==> config.mk <==
export PLATFORM = sky130hd
export DESIGN_NAME = cooperative_task_scheduler_table_core
export DESIGN_NICKNAME = d
export VERILOG_FILES = /design/src/hw/rtl/cts_pkg.sv /design/src/hw/rtl/cts_ram.sv /design/src/hw/rtl/cts_ctrl.sv /design/src/hw/rtl/cts_datapath.sv /design/src/hw/rtl/cooperative_task_scheduler_table_core.sv
export SDC_FILE = /design/constraint.sdc
export NUM_CORES = 1
export LEC_CHECK = 0
export BUFFER_PORTS_ARGS = -buffer_cell sky130_fd_sc_hd__buf_2
export CORE_ASPECT_RATIO = 2
export CORE_MARGIN = 1
export CORE_UTILIZATION = 56
export CTS_CLUSTER_DIAMETER = 150
export DETAILED_ROUTE_END_ITERATION = 7
export PLACE_DENSITY = 0.76
export SYNTH_ARGS = -nofsm -noshare
export SYNTH_HDL_FRONTEND = slang
export SYNTH_SLANG_ARGS = --single-unit
==> constraint.sdc <==
create_clock -name clk -period 5.1 [get_ports clk]
set_clock_uncertainty 0.15 [all_clocks]
set_input_delay 1.02 -clock clk [delete_from_list [all_inputs] [get_ports clk]]
set_output_delay 1.02 -clock clk [all_outputs]
set_load 0.05 [all_outputs]
==> src/hw/rtl/cts_pkg.sv <==
// Shared types and constants of the cooperative task scheduler table.
package cts_pkg;

	typedef enum logic [1:0] {
		MODE_TICK     = 2'd0,
		MODE_ADD      = 2'd1,
		MODE_DELETE   = 2'd2,
		MODE_DISPATCH = 2'd3
	} mode_t;

	localparam logic [2:0] KIND_ADDED   = 3'd0;
	localparam logic [2:0] KIND_FULL    = 3'd1;
	localparam logic [2:0] KIND_DELETED = 3'd2;
	localparam logic [2:0] KIND_TICKED  = 3'd3;
	localparam logic [2:0] KIND_RUN     = 3'd4;
	localparam logic [2:0] KIND_IDLE    = 3'd5;

	localparam logic [7:0] RUN_LIMIT   = 8'd255;
	localparam logic [3:0] MAX_RESULTS = 4'd8;

	// One table entry as kept in the slot memory.
	typedef struct packed {
		logic [15:0] countdown;
		logic [15:0] period;
		logic [7:0]  pending;
	} slot_rec_t;

	// Controller to datapath.
	typedef struct packed {
		logic start;
		logic rd_en;
		logic finish;
	} cts_cmd_t;

	// Datapath to controller.
	typedef struct packed {
		logic hold_up;
		logic out_free;
		logic v_s1;
	} cts_sts_t;

endpackage

==> src/hw/rtl/cts_ram.sv <==
// Generic single-write, single-read RAM with registered read data.
module cts_ram #(
	parameter int WIDTH = 40,
	parameter int DEPTH = 8
) (
	input  logic                                   clk,
	input  logic                                   we,
	input  logic [(DEPTH > 1 ? $clog2(DEPTH) : 1)-1:0] waddr,
	input  logic [WIDTH-1:0]                       wdata,
	input  logic                                   re,
	input  logic [(DEPTH > 1 ? $clog2(DEPTH) : 1)-1:0] raddr,
	output logic [WIDTH-1:0]                       rdata
);

	logic [WIDTH-1:0] mem_q [DEPTH];

	always_ff @(posedge clk) begin
		if (we) begin
			mem_q[waddr] <= wdata;
		end
		if (re) begin
			rdata <= mem_q[raddr];
		end
	end

endmodule

==> src/hw/rtl/cts_ctrl.sv <==
// Controller state machine: accepts requests and sequences the slot walk.
module cts_ctrl #(
	parameter int TASK_SLOTS = 8,
	localparam int SLOT_W = (TASK_SLOTS > 1) ? $clog2(TASK_SLOTS) : 1,
	localparam int CNT_W  = $clog2(TASK_SLOTS + 1)
) (
	input  logic              clk,
	input  logic              arst_n,
	input  logic              in_valid,
	output logic              in_stall,
	input  logic [1:0]        mode,
	input  cts_pkg::cts_sts_t sts,
	output cts_pkg::cts_cmd_t cmd,
	output logic [SLOT_W-1:0] rd_addr
);

	typedef enum logic [1:0] {
		ST_IDLE,
		ST_WALK,
		ST_FINISH
	} state_t;

	localparam logic [CNT_W-1:0] SLOT_END = CNT_W'(TASK_SLOTS);

	state_t           state_q;
	logic [CNT_W-1:0] idx_q;

	assign in_stall   = (state_q != ST_IDLE);
	assign cmd.start  = in_valid && (state_q == ST_IDLE);
	assign cmd.rd_en  = (state_q == ST_WALK) && (idx_q < SLOT_END) && !sts.hold_up;
	assign cmd.finish = (state_q == ST_FINISH) && sts.out_free;
	assign rd_addr    = idx_q[SLOT_W-1:0];

	always_ff @(posedge clk or negedge arst_n) begin
		if (!arst_n) begin
			state_q <= ST_IDLE;
			idx_q   <= '0;
		end else begin
			unique case (state_q)
				ST_IDLE: begin
					if (cmd.start) begin
						idx_q <= '0;
						if (mode == cts_pkg::MODE_DELETE) begin
							state_q <= ST_FINISH;
						end else begin
							state_q <= ST_WALK;
						end
					end
				end
				ST_WALK: begin
					if (cmd.rd_en) begin
						idx_q <= idx_q + 1'b1;
					end
					if ((idx_q == SLOT_END) && !sts.v_s1) begin
						state_q <= ST_FINISH;
					end
				end
				ST_FINISH: begin
					if (sts.out_free) begin
						state_q <= ST_IDLE;
					end
				end
				default: begin
					state_q <= ST_IDLE;
				end
			endcase
		end
	end

endmodule

==> src/hw/rtl/cts_datapath.sv <==
// Datapath: slot memory, used flags, update stage and result registers.
module cts_datapath #(
	parameter int TASK_SLOTS = 8,
	localparam int SLOT_W = (TASK_SLOTS > 1) ? $clog2(TASK_SLOTS) : 1
) (
	input  logic              clk,
	input  logic              arst_n,
	input  logic [1:0]        mode,
	input  logic [2:0]        task_slot,
	input  logic [15:0]       start_delay,
	input  logic [15:0]       repeat_period,
	input  cts_pkg::cts_cmd_t cmd,
	input  logic [SLOT_W-1:0] rd_addr,
	output cts_pkg::cts_sts_t sts,
	output logic              out_valid,
	input  logic              out_stall,
	output logic [2:0]        kind,
	output logic [2:0]        slot_index,
	output logic              last
);

	localparam int REC_W = $bits(cts_pkg::slot_rec_t);

	// Request registers.
	cts_pkg::mode_t mode_q;
	logic [2:0]     sel_q;
	logic [15:0]    delay_q;
	logic [15:0]    period_q;

	// Walk state.
	logic [TASK_SLOTS-1:0] used_q;
	logic                  v_s1;
	logic [SLOT_W-1:0]     addr_s1;
	logic                  found_q;
	logic [2:0]            found_slot_q;
	logic [3:0]            cnt_q;
	logic                  hold_v_q;
	logic [2:0]            hold_slot_q;

	// Result register.
	logic       out_v_q;
	logic [2:0] out_kind_q;
	logic [2:0] out_slot_q;
	logic       out_last_q;

	logic [REC_W-1:0]   rd_data;
	cts_pkg::slot_rec_t rec;
	cts_pkg::slot_rec_t wrec;
	logic               we;
	logic               used_s1;
	logic [7:0]         pend_eff;
	logic               run_hit;
	logic               go_s1;
	logic               set_used;
	logic               clr_used;
	logic               mid_push;
	logic               del_hit;

	cts_ram #(
		.WIDTH (REC_W),
		.DEPTH (TASK_SLOTS)
	) u_slot_ram (
		.clk   (clk),
		.we    (we),
		.waddr (addr_s1),
		.wdata (wrec),
		.re    (cmd.rd_en),
		.raddr (rd_addr),
		.rdata (rd_data)
	);

	assign rec      = cts_pkg::slot_rec_t'(rd_data);
	assign used_s1  = used_q[addr_s1];
	// A free slot reads as empty, whatever the memory holds.
	assign pend_eff = used_s1 ? rec.pending : 8'd0;
	assign run_hit  = v_s1 && (mode_q == cts_pkg::MODE_DISPATCH) && (pend_eff != 8'd0)
		&& (cnt_q < cts_pkg::MAX_RESULTS);
	assign sts.hold_up  = run_hit && hold_v_q && out_v_q && out_stall;
	assign sts.out_free = !out_v_q || !out_stall;
	assign sts.v_s1     = v_s1;
	assign go_s1    = v_s1 && !sts.hold_up;
	assign mid_push = go_s1 && run_hit && hold_v_q;
	assign del_hit  = (mode_q == cts_pkg::MODE_DELETE) && (32'(sel_q) < TASK_SLOTS);

	always_comb begin
		we       = 1'b0;
		wrec     = rec;
		set_used = 1'b0;
		clr_used = 1'b0;
		unique case (mode_q)
			cts_pkg::MODE_TICK: begin
				if (go_s1 && used_s1) begin
					we = 1'b1;
					if (rec.countdown <= 16'd1) begin
						if (rec.pending != cts_pkg::RUN_LIMIT) begin
							wrec.pending = rec.pending + 8'd1;
						end
						if (rec.period != 16'd0) begin
							wrec.countdown = rec.period;
						end
					end else begin
						wrec.countdown = rec.countdown - 16'd1;
					end
				end
			end
			cts_pkg::MODE_ADD: begin
				if (go_s1 && !used_s1 && !found_q) begin
					we             = 1'b1;
					set_used       = 1'b1;
					wrec.countdown = delay_q;
					wrec.period    = period_q;
					wrec.pending   = 8'd0;
				end
			end
			cts_pkg::MODE_DISPATCH: begin
				if (go_s1 && run_hit) begin
					wrec.pending = rec.pending - 8'd1;
					if (rec.period == 16'd0) begin
						clr_used = 1'b1;
					end else begin
						we = 1'b1;
					end
				end
			end
			default: begin
				we = 1'b0;
			end
		endcase
	end

	always_ff @(posedge clk) begin
		if (cmd.start) begin
			sel_q    <= task_slot;
			delay_q  <= start_delay;
			period_q <= repeat_period;
		end
		if (!sts.hold_up) begin
			addr_s1 <= rd_addr;
		end
		if (set_used) begin
			found_slot_q <= 3'(addr_s1);
		end
		if (go_s1 && run_hit) begin
			hold_slot_q <= 3'(addr_s1);
		end
		if (mid_push) begin
			out_kind_q <= cts_pkg::KIND_RUN;
			out_slot_q <= hold_slot_q;
			out_last_q <= 1'b0;
		end else if (cmd.finish) begin
			out_last_q <= 1'b1;
			unique case (mode_q)
				cts_pkg::MODE_TICK: begin
					out_kind_q <= cts_pkg::KIND_TICKED;
					out_slot_q <= 3'd0;
				end
				cts_pkg::MODE_ADD: begin
					out_kind_q <= found_q ? cts_pkg::KIND_ADDED : cts_pkg::KIND_FULL;
					out_slot_q <= found_q ? found_slot_q : 3'd0;
				end
				cts_pkg::MODE_DELETE: begin
					out_kind_q <= cts_pkg::KIND_DELETED;
					out_slot_q <= sel_q;
				end
				cts_pkg::MODE_DISPATCH: begin
					out_kind_q <= hold_v_q ? cts_pkg::KIND_RUN : cts_pkg::KIND_IDLE;
					out_slot_q <= hold_v_q ? hold_slot_q : 3'd0;
				end
				default: begin
					out_kind_q <= cts_pkg::KIND_IDLE;
					out_slot_q <= 3'd0;
				end
			endcase
		end
	end

	always_ff @(posedge clk or negedge arst_n) begin
		if (!arst_n) begin
			mode_q   <= cts_pkg::MODE_TICK;
			used_q   <= '0;
			v_s1     <= 1'b0;
			found_q  <= 1'b0;
			cnt_q    <= '0;
			hold_v_q <= 1'b0;
			out_v_q  <= 1'b0;
		end else begin
			if (cmd.start) begin
				mode_q   <= cts_pkg::mode_t'(mode);
				found_q  <= 1'b0;
				cnt_q    <= '0;
				hold_v_q <= 1'b0;
			end
			if (!sts.hold_up) begin
				v_s1 <= cmd.rd_en;
			end
			if (set_used) begin
				used_q[addr_s1] <= 1'b1;
				found_q         <= 1'b1;
			end
			if (clr_used) begin
				used_q[addr_s1] <= 1'b0;
			end
			if (cmd.finish && del_hit) begin
				used_q[SLOT_W'(sel_q)] <= 1'b0;
			end
			if (go_s1 && run_hit) begin
				hold_v_q <= 1'b1;
				cnt_q    <= cnt_q + 4'd1;
			end
			if (cmd.finish) begin
				hold_v_q <= 1'b0;
			end
			if (mid_push || cmd.finish) begin
				out_v_q <= 1'b1;
			end else if (!out_stall) begin
				out_v_q <= 1'b0;
			end
		end
	end

	assign out_valid  = out_v_q;
	assign kind       = out_kind_q;
	assign slot_index = out_slot_q;
	assign last       = out_last_q;

endmodule

==> src/hw/rtl/cooperative_task_scheduler_table_core.sv <==
// Top level of the cooperative task scheduler table: controller plus datapath.
//
//   Channel   Direction   Handshake            Payload
//   in        request     in_valid/in_stall    mode, task_slot, start_delay, repeat_period
//   out       result      out_valid/out_stall  kind, slot_index, last
//
// Tick, add and dispatch walk the slots one per cycle through a registered-read memory,
// while no held run result pauses the walk; their result is registered once the walk
// ends, and the next request is taken after that. Delete skips the walk and answers.
// Reset clears all used flags at once; the table memory itself is never cleared.
// A stall on the result side pauses the dispatch walk only when a second run
// result must leave while the previous one still waits in the output register.
module cooperative_task_scheduler_table_core #(
	parameter int TASK_SLOTS = 8
) (
	input  logic        clk,
	input  logic        arst_n,
	input  logic        in_valid,
	output logic        in_stall,
	input  logic [1:0]  mode,
	input  logic [2:0]  task_slot,
	input  logic [15:0] start_delay,
	input  logic [15:0] repeat_period,
	output logic        out_valid,
	input  logic        out_stall,
	output logic [2:0]  kind,
	output logic [2:0]  slot_index,
	output logic        last
);

	localparam int SLOT_W = (TASK_SLOTS > 1) ? $clog2(TASK_SLOTS) : 1;

	// Commands from the controller and status from the datapath.
	cts_pkg::cts_cmd_t cmd;
	cts_pkg::cts_sts_t sts;
	// Slot address of the memory read that the walk issues this cycle.
	logic [SLOT_W-1:0] rd_addr;

	// The controller decides when a request is taken, steps the slot counter and
	// tells the datapath when the closing result of the request may be written.
	cts_ctrl #(
		.TASK_SLOTS (TASK_SLOTS)
	) u_ctrl (
		.clk      (clk),
		.arst_n   (arst_n),
		.in_valid (in_valid),
		.in_stall (in_stall),
		.mode     (mode),
		.sts      (sts),
		.cmd      (cmd),
		.rd_addr  (rd_addr)
	);

	// The datapath applies the per-slot update to each registered memory read, holds
	// the last run result back until it knows whether another follows, and owns
	// the output register.
	cts_datapath #(
		.TASK_SLOTS (TASK_SLOTS)
	) u_datapath (
		.clk           (clk),
		.arst_n        (arst_n),
		.mode          (mode),
		.task_slot     (task_slot),
		.start_delay   (start_delay),
		.repeat_period (repeat_period),
		.cmd           (cmd),
		.rd_addr       (rd_addr),
		.sts           (sts),
		.out_valid     (out_valid),
		.out_stall     (out_stall),
		.kind          (kind),
		.slot_index    (slot_index),
		.last          (last)
	);

endmodule

After elaboration in Yosys (flattened, before gate mapping)
Memories as Yosys holds them, arrays and structs flattened. A register that Yosys moved wholly into a read port is not among the register bits.
Cells that the tools add are included.

storage, ports and cells
  logic and storage cells = 145
  bits in latches = 0
  bits in read-only memories = 0
  register bits after elaboration = 75
  memories = 1
  RAM bits = 320

cells by class
  reduce and logical (&&, ||, !) cells = 41
  multiply operators = 0
  add/sub/neg operators = 5
  shifts and indexed selects = 0
  bitwise operators = 5
  muxes and demuxes = 55
  equality and inequality tests = 13
  order comparisons = 7
  div/mod/pow operators = 0

memories
  memory                       words  width  rd ports  clocked after Yosys merged registers in  wr ports  line           text
  u_datapath.u_slot_ram.mem_q  8      40     1         1                                        1         cts_ram.sv:15  logic [WIDTH-1:0] mem_q [DEPTH];

operators with widths
  operator                                                                            count
  16-bit 2-to-1 mux                                                                   4
  8-bit 2-to-1 mux                                                                    8
  40-bit 2-to-1 mux                                                                   1
  16-bit case mux with 2 select lines                                                 1
  3-bit case mux with 4 select lines                                                  2
  8-bit case mux with 3 select lines                                                  1
  1-bit 2-to-1 mux                                                                    21
  1-bit logical AND                                                                   20
  8-bit bitwise AND                                                                   2
  16-bit by 1-bit less-or-equal comparator with 1-bit output (second input constant)  1
  16-bit zero test                                                                    1
  8-bit NOT                                                                           2
  16-bit nonzero test                                                                 1
  16-bit by 1-bit subtractor with 16-bit output (second input constant)               1
  3-bit 2-to-1 mux                                                                    4
  4-bit 2-to-1 mux                                                                    3
  2-bit nonzero test                                                                  5
  4-bit by 1-bit adder with 4-bit output (second input constant)                      2
  8-bit by 1-bit adder with 8-bit output (second input constant)                      1
  2-bit == test (second input constant)                                               4
  3-bit by 4-bit < comparator with 1-bit output (second input constant)               2
  4-bit < comparator (second input constant)                                          2
  2-bit 2-to-1 mux                                                                    4
  8-bit != test (second input constant)                                               1
  other kinds (18)                                                                    32

Longest topological paths before layout
Gate-level depths: netlist of the first run.

  depth in word-level cells = 20
  depth in mapped cells = 11
  depth with buffers taken out = 8

Modules after synthesis
From an unflattened synthesis of the first run, not the netlist that was laid out.

unflattened totals
  cells, all modules = 1069
  area, all modules = 18510.3 um^2

modules (own cells, without submodules)
  module        cells an instance  seq. area each (um^2)  area each (um^2)  times used
  cts_ram       515                10810.4                13571.8           1
  cts_datapath  517                1941.9                 4578.1            1
  cts_ctrl      37                 150.1                  360.3             1

Worst setup path before layout of the first run
OpenSTA, ideal clock, no wires.

  path kind = input to register
  from = input out_stall
  to = memory u_datapath.u_slot_ram.mem_q[7][0], enable pin
  stages on the path = 6
  slack = -0.274 ns
  arrival time = 4.729 ns
  path through = and3_1 -> a211oi_1 -> nand2_1 -> a21oi_1 -> nor2_1 -> nor3b_1

on the way
  longest elaborated chain between the ends = 9
  elaborated cells on any way between the ends = 13

RTL lines
  what                                        line                                         text
  start, declared                             cooperative_task_scheduler_table_core.sv:25  input logic out_stall,
  1-bit logical AND (*)                       cts_datapath.sv:78                           assign sts.hold_up = run_hit && hold_v_q && out_v_q && out_stall;
  1-bit zero test (*)                         cts_datapath.sv:81                           assign go_s1 = v_s1 && !sts.hold_up;
  1-bit logical AND (*)                       cts_datapath.sv:81
  1-bit logical AND (2 in a row)              cts_datapath.sv:107                          if (go_s1 && !used_s1 && !found_q) begin
  1-bit 2-to-1 mux                            cts_datapath.sv:107
  1-bit case mux with 3 select lines (*)      cts_datapath.sv:90                           unique case (mode_q)
  1-bit 2-to-1 mux (*)                        cts_ram.sv:18                                if (we) begin
  1-bit 2-to-1 mux (not written as such) (*)  cts_ram.sv:19                                mem_q[waddr] <= wdata;
  end, declared                               cts_ram.sv:15

Mark *: on every way between the ends. The rest lies on a longest branch, timed or not.

==> run metrics, run 1 <==
post-synth top area share=68.2%; CTS Sinks=435; # placed instances=1455; main combinational cell family by area after synthesis=multiplexers; Non-Filler Instances=1522; hold_buf cts=0; CP Launch Type=register; post-route DRC violation count=0; Flop pwr share=48.9%; CP Capture Type=register; Tmin final=3980 ps; largest cells by area after synthesis=edfxtp_1 68%, mux4_2 10%, mux2_2 3.7%; post-synthesis sequential area ratio=72.0%; post-synthesis compound-gate area fraction=5.91%; Worst-Skew Late Latency=540 ps; Sequential cell area=12900 sq um; Crit path arrival time=4040 ps; TritonCTS buffer count=37; Setup CP Type=register to register; Slew Limit Fails=0; Post-synth EDFFs=407; Final HPWL DP=24700 um; Psw=0.00401 W; GP Congestion=0.935; crit-path max FO=22; Util after Layout=63.3%; WL met3=2200 um; Via density=6.51; Synth Cell Area=17900 sq um; Post-Syn Nets=1057; layout cell share with drive strength beyond 1=26.3%; Post-CTS Setup Inserts=0; final-report hold violation count=0; multi-input logic area=4800 sq um; Min Hold Slack=321 ps; DR WL/cell=26.6 um; gr ovfl total=0; post-synthesis mux area share=14.3%; met2 WL=21700 um; status=finished clean; Mapped Cells=1009; final WL=40500 um; power density cells=607 nW/um^2; Final Cycle Share=78.1%; nets=1119; vias in the first global route=9936; syn avg cell area=17.8 sq um; max layer used=met4; TritonCTS clock tree=yes; power share of the clock group=22.7%; Internal Power=0.00810 W; post_cts resized=0; pin count of the biggest net entering global routing=57; clock slew seen by the registers of the worst setup and hold paths=70 ps; Lkg Pwr=6.41 nW; TNS Setup=0 ps; Die Area=32800 sq um; Longest Clk Path Bufs=3; layout filler cell count=2235; worst IR drop on VDD=304 uV; Async SR Flop Fraction=5.52%; Placeable Area=31500 sq um; Switching Share=33.1%; Initial DRT Pass Iterations=5; initial antenna violation count=0; Routed met1 length=14600 um; Tightest Pin Transition=1030 ps; Worst EP required=5160 ps; DR iter-0 viols=914; total I/O pin count=50; Max Freq=0.251 GHz; synth-to-layout area growth=11.3%; RSZ-0062 raised after global routing=no; via count=9913; H-tree depth=2; CTS Root Buffer Type=clkbuf_16; Initial Util=56.8%; FP Rows=92; Main synth FF type=edfxtp_1; synth unique cells=74; final setup fails=0; All-Layer GR Usage=25.7%; chip width=129 um; Comb power frac=28.4%; cell taking the most area after synthesis=edfxtp_1; max-cap viol count=0; Slew headroom=30.8%; first-pass GRT wire length=60200 um; I/O Buffers=49; number of antenna-violating nets in the routed design=0; XOR/XNOR Fraction of Synth Area=0.147%; post-synthesis simple-gate area fraction=5.64%; Adder-Cell Fraction of Synth Area=0.489%; Synth Warn #=0; die height=255 um; Pwr Total=0.0121 W; Yosys reg bits=435; Min-Delay Path Class=register to register
logic make-up (layout without fill, tap and decap cells):
family                   Yosys count  in the layout
AND/OR/NAND/NOR                  196            196
XOR/XNOR                           3              3
adder cells (fa/ha/maj)            7              7
AO/OA/AOI/OAI                    148            148
other                              0              1
flip-flops                       435            435
multiplexers                     148            148
buffers and inverters             72            161
worst max-delay path: stages (launching register included):
cell	delay (ps)
edfxtp_1	860
mux2_2	410
o2bb2ai_1	220
o21ai_0	650
nand2_1	330
clkinv_1	590
buf_4	400
path summary, 6_finish.rpt:
check	start	end	slack, ps	cells after the start
worst max register to register	u_datapath.addr_s1[0]	u_datapath.u_slot_ram.rdata[9]	1120	6
max in group asynchronous	arst_n	u_ctrl.idx_q[0]	4010	1
worst min register to register	u_datapath.last	u_datapath.last	320	1
worst max-delay path	u_datapath.addr_s1[0]	u_datapath.u_slot_ram.rdata[9]	1120	6
worst min-delay path	u_datapath.last	u_datapath.last	320	1
min in group asynchronous	arst_n	u_ctrl.idx_q[1]	330	1
flip-flops by register name (all words and copies together) (netlist names), 2 cells and up:
| name | cells |
|---|---|
| u_datapath.addr_s1 | 3 |
| u_datapath.used_q | 8 |
| u_datapath.slot_index | 3 |
| u_datapath.sel_q | 3 |
| u_datapath.period_q | 16 |
| u_datapath.mode_q | 2 |
| u_ctrl.idx_q | 4 |
| u_ctrl.state_q | 2 |
| u_datapath.cnt_q | 4 |
| u_datapath.hold_slot_q | 3 |
| u_datapath.kind | 3 |
| u_datapath.found_slot_q | 3 |
| u_datapath.delay_q | 16 |
| u_datapath.u_slot_ram.rdata | 40 |
| u_datapath.u_slot_ram.mem_q | 320 |
Yosys cell counts (3+ instances only):
cell,count
edfxtp_1,407
mux4_2,80
mux2_2,59
nand2_1,47
clkbuf_1,40
nor2_1,40
a21oi_1,27
dfrtp_1,24
nor3_1,21
o21ai_0,21
nand3_1,20
inv_1,15
nor4_1,15
buf_1,10
a211oi_1,9
a31oi_1,9
mux2i_1,9
nand2b_1,9
a221oi_1,8
o211ai_1,8
or3_1,8
ha_1,7
o22ai_1,6
a21o_1,5
and3_1,5
nor2b_1,5
o31a_1,5
or2_2,5
a2bb2oi_1,4
a311oi_1,4
and2_1,4
dfxtp_1,4
o221ai_1,4
a32o_1,3
a41o_1,3
clkinv_1,3
o21a_1,3
o41ai_1,3
or4_1,3
metal layers:
| metal | global-route usage [%] | up-vias |
|---|---|---|
| li1 | - | 4248 |
| met1 | 30.1 | 5083 |
| met2 | 46.0 | 454 |
| met3 | 3.05 | 128 |
| met4 | 13.6 | 0 |
| met5 | 0 | - |
power groups by stage:
stage / clock network (W) / logic [W] / registers, W
after CTS: 0.00278 / 0.00345 / 0.00591
after detailed placement: 0 / 0.00343 / 0.00598
after floorplan: 0 / 0.00249 / 0.00562
after global placement: 0 / 0.00335 / 0.00596
final: 0.00274 / 0.00344 / 0.00592
after global routing: 0.00289 / 0.00368 / 0.00598
placed cells by master (no fill, tap or decap), types with 6 or more instances in the layout:
cell and count:
a211oi_1 9, a21oi_1 27, a221oi_1 8, a31oi_1 9
buf_2 49, buf_4 26, clkbuf_1 8, clkbuf_16 39
clkinv_1 11, dfrtp_1 21, edfxtp_1 407, ha_1 7
inv_1 13, mux2_2 59, mux2i_1 9, mux4_2 80
nand2_1 47, nand2b_1 9, nand3_1 20, nor2_1 37
nor3_1 18, nor4_1 15, o211ai_1 8, o21ai_0 20
o22ai_1 6, or3_1 8
metrics by stage:
step | cell area (sq um) | setup WS [ps]
after floorplan | 17900 | -28.4
after global placement | 18800 | 1170
after detailed placement | 18800 | 1130
after CTS | 19900 | 1150
after global routing | 19900 | 842
final | 20000 | 1120
cell type report:
class | count | area share (%)
flip-flops and latches | 435 | 64.7
diodes | 1 | 0.0125
repair buffers | 77 | 2.41
clock buffers | 47 | 5.04
multi-input cells | 502 | 24.0
well taps | 423 | 2.65
inverters | 18 | 0.339
clock inverters | 19 | 0.796
Power figures use the tool's default switching activity.
==> run 2, diff against run 1 <==
Settings changed: ABC_AREA set to 1, CORE_UTILIZATION 56 to 60, PLACE_DENSITY 0.76 to 0.77.
Clock period 5.1 ns to 3.8 ns, I/O delays scaled along.
==> run metrics, run 2 <==
status=finished clean (unchanged); H-tree depth=2 (unchanged); Mapped Cells=1701 (was 1009); TNS Setup=0 ps (unchanged); Via density=6.17 (was 6.51); Worst EP required=3870 ps (was 5160 ps); Synth Cell Area=18700 sq um (was 17900 sq um); CP max stage delay=730 ps (was 860 ps); crit-path max FO=17 (was 22); Min Hold Slack=72.1 ps (was 321 ps); Min-Delay Path Class=input port to asynchronous set/reset pin (was register to register); largest cells by area after synthesis=edfxtp_1 65%, nor2_1 7.0%, o21ai_0 6.2% (was edfxtp_1 68%, mux4_2 10%, mux2_2 3.7%); number of antenna-violating nets in the routed design=0 (unchanged); Max Freq=0.310 GHz (was 0.251 GHz); CTS Root Buffer Type=clkbuf_16 (unchanged); final setup fails=0 (unchanged); cell taking the most area after synthesis=edfxtp_1 (unchanged); CP Launch Type=register (unchanged); power density cells=428 nW/um^2 (was 607 nW/um^2); Final Cell Area=20500 sq um (was 20000 sq um); Final Cycle Share=85.0% (was 78.1%); I/O Buffers=49 (unchanged); TritonCTS buffer count=37 (unchanged); Main synth FF type=edfxtp_1 (unchanged); Yosys reg bits=435 (unchanged); diodes inserted=0 (was 1); worst path bufs/invs=4 (was 2); Synth Warn #=0 (unchanged); initial antenna violation count=0 (unchanged); Setup CP Type=register to register (unchanged); die height=252 um (was 255 um); Async SR Flop Fraction=5.52% (unchanged); Initial DRT Pass Iterations=5 (unchanged); max reg flops=320 (unchanged); nets=1780 (was 1119); Die Area=32000 sq um (was 32800 sq um); gr ovfl total=0 (unchanged); crit path cell chain=clkinv_4 > nand2_1 > nand3_1 > nand2_1 > inv_1 > nand2_2 > nor2_2 > nand2_1 > inv_1 > buf_4 > o21ai_0 (was mux2_2 > o2bb2ai_1 > o21ai_0 > nand2_1 > clkinv_1 > buf_4); post_cts resized=0 (unchanged); CTS Sinks=435 (unchanged); RSZ-0062 raised after global routing=no (unchanged); Placeable Area=30700 sq um (was 31500 sq um); post-route DRC violation count=0 (unchanged); post-synth top area share=65.2% (was 68.2%); Slew Limit Fails=0 (unchanged); Post-Syn Nets=1749 (was 1057); top post-synthesis cells by count=407 x edfxtp_1, 352 x nor2_1, 233 x o21ai_0 (was 407 x edfxtp_1, 80 x mux4_2, 59 x mux2_2); pin count of the biggest net entering global routing=90 (was 57); Post-CTS Setup Inserts=0 (unchanged); FF-to-FF Start=u_datapath.addr_s1[0] (unchanged); CP top delay family=compound AO/OA/AOI/OAI gates (was buffers and inverters); CP max-delay cell=o21ai_0 (was edfxtp_1); All-Layer GR Usage=31.0% (was 25.7%); FP Rows=91 (was 92); syn avg cell area=11.0 sq um (was 17.8 sq um); final WL=48200 um (was 40500 um); DR iter-0 viols=1247 (was 914); cell mode on critical path=nand2_1; Worst-Skew Late Latency=550 ps (was 540 ps); Top reg by flops=u_datapath.u_slot_ram.mem_q (unchanged); total I/O pin count=50 (unchanged); via count=13100 (was 9913); hold_buf cts=0 (unchanged); first-pass GRT wire length=73200 um (was 60200 um); chip width=127 um (was 129 um); commonest non-fill, non-tap cell in the layout=edfxtp_1 (unchanged); biggest registers after layout=u_datapath.u_slot_ram.mem_q (320), u_datapath.u_slot_ram.rdata (40) (unchanged); TritonCTS clock tree=yes (unchanged); layout cell share with drive strength beyond 1=9.32% (was 26.3%); DP Area=19400 sq um (was 18800 sq um); clock slew seen by the registers of the worst setup and hold paths=70 ps (about the same); Crit path arrival time=3300 ps (was 4040 ps); Post-synth EDFFs=407 (unchanged); # placed instances=2065 (was 1455); synth unique cells=42 (was 74); layout filler cell count=2244 (was 2235); CP Capture Type=register (unchanged); Lkg Pwr=6.15 nW (was 6.41 nW); Final HPWL DP=30600 um (was 24700 um); Non-Filler Instances=2132 (was 1522); post-synthesis sequential area ratio=68.8% (was 72.0%); worst IR drop on VDD=592 uV (was 304 uV); Slew headroom=29.9% (was 30.8%); Tightest Pin Transition=1050 ps (was 1030 ps); DR WL/cell=22.6 um (was 26.6 um); vias in the first global route=13100 (was 9936); synth-to-layout area growth=9.55% (was 11.3%); Tmin final=3230 ps (was 3980 ps); Longest Clk Path Bufs=3 (unchanged); most common cell in the synthesized netlist=edfxtp_1 (unchanged); max-cap viol count=0 (unchanged); GP Congestion=0.957 (was 0.935); Initial Util=61.0% (was 56.8%); final-report hold violation count=0 (unchanged); commonest non-fill, non-tap cells in the layout=407 x edfxtp_1, 344 x nor2_1, 233 x o21ai_0 (was 407 x edfxtp_1, 80 x mux4_2, 59 x mux2_2); Critical Path Start=u_datapath.addr_s1[0] (unchanged)
## run 2: metrics by stage
step           util [%]  power [W]  worst slack (ps)
2_1_floorplan         -    0.00527             -31.8
3_3_place_gp       63.1    0.00529               548
3_5_place_dp       63.1    0.00529               516
4_1_cts            66.8    0.00882               579
5_1_grt            66.8    0.00897               334
6_report           66.8    0.00878               571
## run 2: cell type report
class	count	area [sq um]	share of cell area (%)
flip-flops and latches	435	12900	62.8
multi-input cells	1082	5120	24.9
clock buffers	46	981	4.78
repair buffers	81	548	2.67
well taps	372	465	2.27
inverters	95	364	1.77
clock inverters	21	148	0.719
## run 2: worst reg2reg max path, cell delays in order (launching register included)
cell	delay, ps
edfxtp_1	600
clkinv_4	130
nand2_1	90
nand3_1	90
nand2_1	90
inv_1	60
nand2_2	90
nor2_2	60
nand2_1	290
inv_1	240
buf_4	260
o21ai_0	740
## run 2: kinds of logic (layout without fill, tap and decap cells)
group | after synthesis | after routing | share of synthesized area (%)
buffers and inverters | 184 | 243 | 4.16
xor gates and xnor gates | 19 | 19 | 0.888
DFF | 435 | 435 | 68.8
adders and majority gates | 7 | 7 | 0.467
AOI/OAI and AO/OA | 357 | 357 | 10.5
and+or+nand+nor | 699 | 699 | 15.2
## run 2: report_power, final
part	switching (W)	internal (W)	leakage (nW)
logic	0.0000128	0.0000144	2.58
clock network	0.00167	0.00192	0.543
registers	0	0.00516	3.03
## run 2: final timing paths
check                                               endpoint  slack, ps  cells past startpoint
max                        u_datapath.u_slot_ram.mem_q[0][8]        570                     11
min reg2reg                                  u_datapath.last        340                      2
min                                          u_ctrl.idx_q[1]         70                      1
min in group clk                         u_datapath.sel_q[2]        240                      1
max reg2reg                u_datapath.u_slot_ram.mem_q[0][8]        570                     11
max in group asynchronous                    u_ctrl.idx_q[0]       2970                      1
## run 2: per-layer routing
metal  wire length [um]  track usage [%]  part of all wire (%)  vias to the layer above
met5                  0                0                     0                        -
met4               3490             21.8                   7.2                        0
met3               2860             3.88                   5.9                      199
met2              25200             55.2                    52                      611
met1              16700             34.1                    35                     6298
li1                   -                -                     -                     6040
